--- src/rtl/pwm_pkg.sv ---
// pwm_pkg: shared constants, register indexes and the control word of the
// perspective warp mapper pipeline. No dependencies.
`default_nettype none

package pwm_pkg;

   // coefficient registers
   localparam int REG_BITS  = 48;
   localparam int NUM_REGS  = 8;
   localparam int IDX_BITS  = 3;
   localparam int ADDR_BITS = 6;
   localparam int DATA_BITS = 64;

   // register indexes
   localparam logic [IDX_BITS-1:0] IDX_M00 = 3'd0;
   localparam logic [IDX_BITS-1:0] IDX_M01 = 3'd1;
   localparam logic [IDX_BITS-1:0] IDX_M02 = 3'd2;
   localparam logic [IDX_BITS-1:0] IDX_M10 = 3'd3;
   localparam logic [IDX_BITS-1:0] IDX_M11 = 3'd4;
   localparam logic [IDX_BITS-1:0] IDX_M12 = 3'd5;
   localparam logic [IDX_BITS-1:0] IDX_M20 = 3'd6;
   localparam logic [IDX_BITS-1:0] IDX_M21 = 3'd7;

   // quotient and result
   localparam int QUO_BITS = 15;
   localparam int OUT_BITS = 16;
   localparam int NUM_CELLS = QUO_BITS + 1;
   localparam logic signed [OUT_BITS-1:0] OUT_MAX = 16'sh7fff;
   localparam logic signed [OUT_BITS-1:0] OUT_MIN = 16'sh8000;

   // control word handed from cell to cell
   typedef struct packed {
      logic valid;
      logic bad;
      logic neg_u;
      logic neg_v;
      logic sat_u;
      logic sat_v;
   } ctl_type;

endpackage

`default_nettype wire

--- src/rtl/pwm_div_cell.sv ---
// pwm_div_cell: one quotient bit of the u/w and v/w restoring division;
// the top cell only checks for saturation. Depends on pwm_pkg.
`default_nettype none

module pwm_div_cell #(
   parameter int SUM_W = 63,
   parameter int BIT   = 15
) (
   input  wire                               clock,
   input  wire                               reset,
   input  wire                               adv,
   input  wire  pwm_pkg::ctl_type            ctl_i,
   input  wire  [SUM_W-1:0]                  den_i,
   input  wire  [SUM_W-1:0]                  rem_u_i,
   input  wire  [SUM_W-1:0]                  rem_v_i,
   input  wire  [pwm_pkg::QUO_BITS-1:0]      q_u_i,
   input  wire  [pwm_pkg::QUO_BITS-1:0]      q_v_i,
   output pwm_pkg::ctl_type                  ctl_o,
   output logic [SUM_W-1:0]                  den_o,
   output logic [SUM_W-1:0]                  rem_u_o,
   output logic [SUM_W-1:0]                  rem_v_o,
   output logic [pwm_pkg::QUO_BITS-1:0]      q_u_o,
   output logic [pwm_pkg::QUO_BITS-1:0]      q_v_o
);

   localparam int DW = SUM_W + pwm_pkg::QUO_BITS;

   logic [DW-1:0]    dsh;
   logic             ge_u, ge_v;
   pwm_pkg::ctl_type ctl_ff, ctl_in;
   logic [SUM_W-1:0] den_ff, rem_u_ff, rem_u_in, rem_v_ff, rem_v_in;
   logic [pwm_pkg::QUO_BITS-1:0] q_u_ff, q_u_in, q_v_ff, q_v_in;

   // trial divisor shifted to this bit
   assign dsh  = DW'(den_i) << BIT;
   assign ge_u = DW'(rem_u_i) >= dsh;
   assign ge_v = DW'(rem_v_i) >= dsh;

   generate
      if (BIT == pwm_pkg::QUO_BITS) begin : g_sat
         // saturation check, nothing subtracted
         always_comb begin
            ctl_in       = ctl_i;
            ctl_in.sat_u = ge_u;
            ctl_in.sat_v = ge_v;
            rem_u_in     = rem_u_i;
            rem_v_in     = rem_v_i;
            q_u_in       = q_u_i;
            q_v_in       = q_v_i;
         end
      end else begin : g_bit
         // restoring step
         always_comb begin
            ctl_in   = ctl_i;
            rem_u_in = rem_u_i;
            rem_v_in = rem_v_i;
            q_u_in   = q_u_i;
            q_v_in   = q_v_i;
            if (!ctl_i.sat_u && ge_u) begin
               rem_u_in  = rem_u_i - dsh[SUM_W-1:0];
               q_u_in[BIT] = 1'b1;
            end
            if (!ctl_i.sat_v && ge_v) begin
               rem_v_in  = rem_v_i - dsh[SUM_W-1:0];
               q_v_in[BIT] = 1'b1;
            end
         end
      end
   endgenerate

   always_ff @(posedge clock) begin
      if (reset) begin
         ctl_ff <= '0;
      end else if (adv) begin
         ctl_ff <= ctl_in;
      end
   end

   always_ff @(posedge clock) begin
      if (adv) begin
         den_ff   <= den_i;
         rem_u_ff <= rem_u_in;
         rem_v_ff <= rem_v_in;
         q_u_ff   <= q_u_in;
         q_v_ff   <= q_v_in;
      end
   end

   assign ctl_o   = ctl_ff;
   assign den_o   = den_ff;
   assign rem_u_o = rem_u_ff;
   assign rem_v_o = rem_v_ff;
   assign q_u_o   = q_u_ff;
   assign q_v_o   = q_v_ff;

endmodule

`default_nettype wire

--- config.mk ---
export PLATFORM = sky130hd
export DESIGN_NAME = pwm_div_cell
export DESIGN_NICKNAME = d
export VERILOG_FILES = /design/src/rtl/pwm_pkg.sv /design/src/rtl/pwm_div_cell.sv
export SDC_FILE = /design/constraint.sdc
export NUM_CORES = 1
export LEC_CHECK = 0
export CORE_AREA = 4 4 176 178
export DETAILED_ROUTE_END_ITERATION = 6
export DIE_AREA = 0 0 180 182
export DONT_BUFFER_PORTS = 1
export GPL_TIMING_DRIVEN = 0
export PLACE_DENSITY_LB_ADDON = 0.05
export SLEW_MARGIN = 20
export SYNTH_ARGS = -nofsm -noshare
export SYNTH_HDL_FRONTEND = slang
export SYNTH_SLANG_ARGS = --single-unit
--- constraint.sdc ---
create_clock -name clock -period 3.55 [get_ports clock]
set_input_delay 0.71 -clock clock [delete_from_list [all_inputs] [get_ports clock]]
set_output_delay 0.71 -clock clock [all_outputs]
set_load 0.03 [all_outputs]
### Word level (Yosys, flattened, before mapping)

Index checks and enable logic that the tools add are counted.

| word-level totals | value |
|---|---|
| bits in registers | 225 |
| bits of input ports | 228 |
| output and inout port bits | 225 |
| word-level logic and storage cells | 13 |

| operators by class | value |
|---|---|
| magnitude comparators | 2 |

Operator list:

| operator | count |
|---|---|
| $ge 63x78->1 | 2 |

### Longest topological paths before layout

| depth | value |
|---|---|
| depth in word-level cells | 1 |
| mapped depth | 8 |
| depth with buffers taken out | 8 |

### Least setup slack after synthesis

Ideal clock, no wire load.

| timing path | value |
|---|---|
| path type | input -> register |
| start | input den_i[40] |
| end | register ctl_ff (netlist bit ctl_o[0]) |
| library setup time | 131 ps |
| arrival time | 2,115 ps |
| data required time | 3,419 ps |
| path slack | 1,305 ps |
| cell stages on the path | 8 |
| path buffers | 0 |
| cells stage by stage | inv_1 -> ha_1 -> a21oi_1 -> nor2_1 -> a2111oi_0 -> a221oi_1 -> a2111oi_2 -> o22ai_2 |

| between the ends | value |
|---|---|
| cells in the longest elaborated chain, start to end | 1 |

RTL lines:

| element | RTL line | source |
|---|---|---|
| start: declaration | pwm_div_cell.sv:13 | `input wire [SUM_W-1:0] den_i,` |
| $ge 63x78->1 | pwm_div_cell.sv:37 | `assign ge_v = DW'(rem_v_i) >= dsh;` |
| end signal: assignment | pwm_div_cell.sv:75 | `ctl_ff <= ctl_in;` |
| end: declaration | pwm_div_cell.sv:30 | `pwm_pkg::ctl_type ctl_ff, ctl_in;` |

No other way between the ends.
A chain may end at the register's enable or synchronous reset.

### Worst setup path after layout

| timing path | value |
|---|---|
| start | input den_i[46] |
| end | register ctl_ff (netlist bit ctl_o[1]) |

| between the ends | value |
|---|---|
| cells in the longest elaborated chain, start to end | 1 |

RTL lines:

| element | RTL line | source |
|---|---|---|
| $ge 63x78->1 | pwm_div_cell.sv:36 | `assign ge_u = DW'(rem_u_i) >= dsh;` |

No other way between the ends.

==> summary.txt <==
Clocking
  • CTS Hold Buffers Added: 0
  • Clock Sinks: about 230
  • Num CTS Buffers: 24
  • Clk buf depth: 3
  • Htree depth: 1
  • TritonCTS clock tree: yes
  • Clk root buf: clkbuf_16
  • Post-CTS Setup Bufs: 0
  • Clk Latency, worst-skew pair: between 0.5 and 0.6 ns
  • CTS clk-pin slew, worst paths: roughly 0.06 ns
  • Post-CTS sizing: 0

Worst setup path
  • Critical Path AT: about 2.9 ns
  • Crit path kind: primary input to register
  • CP startpoint: den_i[46]
  • CP Capture Point: ctl_o[1]$_SDFFE_PP0P_
  • Worst R2R Setup Slack: around 2.5 ns
  • Setup crit start kind: primary input
  • CP max FO: 3
  • Worst r2r dst: ctl_o[0]$_SDFFE_PP0P_
  • Worst R2R Path Depth: 3
  • Startpoint of the worst register-to-register path: ctl_o[0]$_SDFFE_PP0P_
  • CP Capture Type: register
  • WP data required: around 3.9 ns

Die
  • IO Pins: roughly 450
  • Core ar.: ~30000 um^2
  • Rows: 63
  • Die Y: ~180 um
  • Initial Utilization: 31.4%
  • Die Wd: around 180 um
  • Full die area: 32800 um^2

Global routing
  • Gr usage total: 14.9%
  • Remaining global-route overflow: 0
  • Largest net degree at the start of global routing: ~220
  • Number of global-route vias before repair: between 5000 and 6000
  • First-pass GRT wire length: around 36000 um
  • Initial antenna violation count: 0

Synth
  • Synthesized area: between 9000 and 10000 um^2
  • Most used DFF post-synth: edfxtp_1
  • Sequential-to-total area share from yosys stat: between 70% and 80%
  • Synth Warn #: 0
  • EDFF count, synth: around 220
  • Syn nets: ~880
  • #FFs+latches synth: roughly 230
  • Distinct cells, synth: 43
  • Async SR Flop Fraction: 0%
  • Cell count after synthesis: ~560
  • Mapped Avg Cell Area: between 15 and 20 um^2

STA
  • Crit path time final: around 2.5 ns
  • Setup TNS: 0 ns
  • Hold Vio Cnt, Final: 0
  • Relative slew slack: between 30 and 40%
  • Setup Viol. Count Final: 0
  • PnR worst setup slack: between 1 and 1.5 ns
  • Worst Skew: 0 ns
  • Fmax: 396 MHz
  • Unrepaired setup endpoints after global routing: false
  • Worst slew pin tran: about 0.96 ns
  • Final Max Tran Viols: 0
  • Tcrit/Tclk final: between 70% and 80%

Run status
  • Status: completed

Route
  • Via density: 4.87
  • Initial DRC Count: roughly 130
  • Via count: roughly 4800
  • Routed WL: about 26000 um
  • TritonRoute pass-1 iters: 4
  • DRC: 0
  • Avg WL per Cell: around 26 um
  • ANT nets after route: 0

Power and ir drop
  • Leakage power: ~4 nW
  • Peak VDD IR: ~0.00031 V
  • Power Density: between 600 and 700 nW/um^2

Placement
  • Post-place setup slack: between 0.4 and 0.5 ns
  • Dpl hpwl: roughly 21000 um
  • Final GP Congestion: approximately 0.75
  • Port Buffer Count: 0

Layout
  • Register Area: about 6700 um^2
  • Layout Nets: between 900 and 1000
  • Fillers: about 2800
  • Area grow syn2layout: 13.7%
  • Multi-input gate area: 2340 um^2
  • Share of layout cells above drive strength 1: 7.86%

Worst hold path
  • Worst min path class: primary input to register
  • Hold depth: 1

Job
  • Max cap viols: 0
[cell families after synthesis]
logic type | Yosys count | synth area share, %
AO/OA/AOI/OAI | 86 | 5.55
adder cells (fa/ha/maj) | 96 | 13.0
buffers and inverters | 50 | 2.12
flip-flops | 225 | 72.6
multiplexers | 4 | 0.434
AND/OR/NAND/NOR | 97 | 6.31
[worst max-delay path: stages]
cell       delay (ns)
inv_1            0.04
ha_1             0.32
a21oi_1          0.15
o21ai_0          0.20
a211oi_1         0.33
a21oi_1          0.12
a2111oi_1        0.87
o22ai_1          0.13
[worst min path at each step]
stage	start	end	slack, ns
5_1_grt	reset	ctl_o[5]$_SDFFE_PP0P_	0.22
4_1_cts	reset	ctl_o[5]$_SDFFE_PP0P_	0.22
3_5_place_dp	ctl_o[2]$_SDFFE_PP0P_	ctl_o[2]$_SDFFE_PP0P_	0.67
3_3_place_gp	ctl_o[3]$_SDFFE_PP0P_	ctl_o[3]$_SDFFE_PP0P_	0.65
2_1_floorplan	ctl_o[2]$_SDFFE_PP0P_	ctl_o[2]$_SDFFE_PP0P_	0.63
6_report	reset	ctl_o[2]$_SDFFE_PP0P_	0.25
[cell type report]
class / count / area share, %
clock inverter: 14 / 1.53
tap: 390 / 4.65
clock buffer: 26 / 5.80
buffer: 1 / 0.107
multi-input combinational: 283 / 22.3
inverter: 49 / 1.75
sequential: 225 / 63.9
antenna: 1 / 0.0239
[registers in the layout (all words and copies together), names as in the netlist]
signal,cells
ctl_o,6
q_u_o,15
rem_v_o,63
q_v_o,15
den_o,63
rem_u_o,63
[report_power, final]
part / internal (W) / total [W] / switching (W)
Combinational: 0.000112 / 0.000263 / 0.000151
Clock: 0.00145 / 0.00246 / 0.00101
Sequential: 0.00317 / 0.00367 / 0.000505
[per-stage QoR]
stage          utilization [%]  power [W]  cells  instance area, um^2  hold WS (ns)
6_report                  35.7    0.00639    989                10500         0.249
5_1_grt                   35.7    0.00667    988                10500         0.224
4_1_cts                   35.7    0.00649    988                10500         0.219
3_5_place_dp              33.0    0.00400    948                 9720         0.665
3_3_place_gp              33.0    0.00400    948                 9710         0.651
2_1_floorplan                -    0.00388    558                 9230         0.630
[synthesized netlist by cell type, types with 2 or more instances]
master / n / area share [%]
o31ai_1: 2 / 0.16
nand2_1: 23 / 0.94
nand4_1: 20 / 1.4
a21oi_1: 44 / 2.4
a211oi_1: 6 / 0.49
a221oi_1: 2 / 0.19
mux2i_1: 4 / 0.43
nor2b_1: 5 / 0.34
o211ai_1: 2 / 0.16
nand2b_1: 3 / 0.20
dfxtp_1: 6 / 1.3
nand3b_1: 2 / 0.16
edfxtp_1: 219 / 71
o21ai_1: 7 / 0.38
a21oi_2: 2 / 0.19
and4_1: 3 / 0.28
ha_1: 96 / 13
o21ai_0: 11 / 0.60
a2111oi_0: 3 / 0.28
nor2_1: 15 / 0.61
inv_1: 49 / 2.0
nand3_1: 3 / 0.16
a31oi_1: 3 / 0.20
nor4_1: 9 / 0.61
[metal layers]
| layer | vias up | part of all wire, % | GRT usage [%] |
|---|---|---|---|
| met5 | - | 0 | 0 |
| met4 | 0 | 1.6 | 3.14 |
| met3 | 28 | 11 | 7.05 |
| met2 | 281 | 52 | 27.3 |
| met1 | 2282 | 35 | 15.7 |
| li1 | 2227 | - | - |
[cells in the final DEF, fill, tap and decap left out, types with 3 or more instances in the layout]
| master | n |
|---|---|
| a211oi_1 | 6 |
| a21oi_1 | 44 |
| a31oi_1 | 3 |
| and4_1 | 3 |
| bufinv_16 | 3 |
| clkbuf_16 | 24 |
| clkinv_1 | 5 |
| clkinv_2 | 3 |
| dfxtp_1 | 6 |
| edfxtp_1 | 219 |
| ha_1 | 96 |
| inv_1 | 49 |
| mux2i_1 | 4 |
| nand2_1 | 23 |
| nand2b_1 | 3 |
| nand3_1 | 3 |
| nand4_1 | 20 |
| nor2_1 | 15 |
| nor2b_1 | 5 |
| nor4_1 | 9 |
| o21ai_0 | 11 |
| o21ai_1 | 7 |
(Power assumes the default switching activity.)
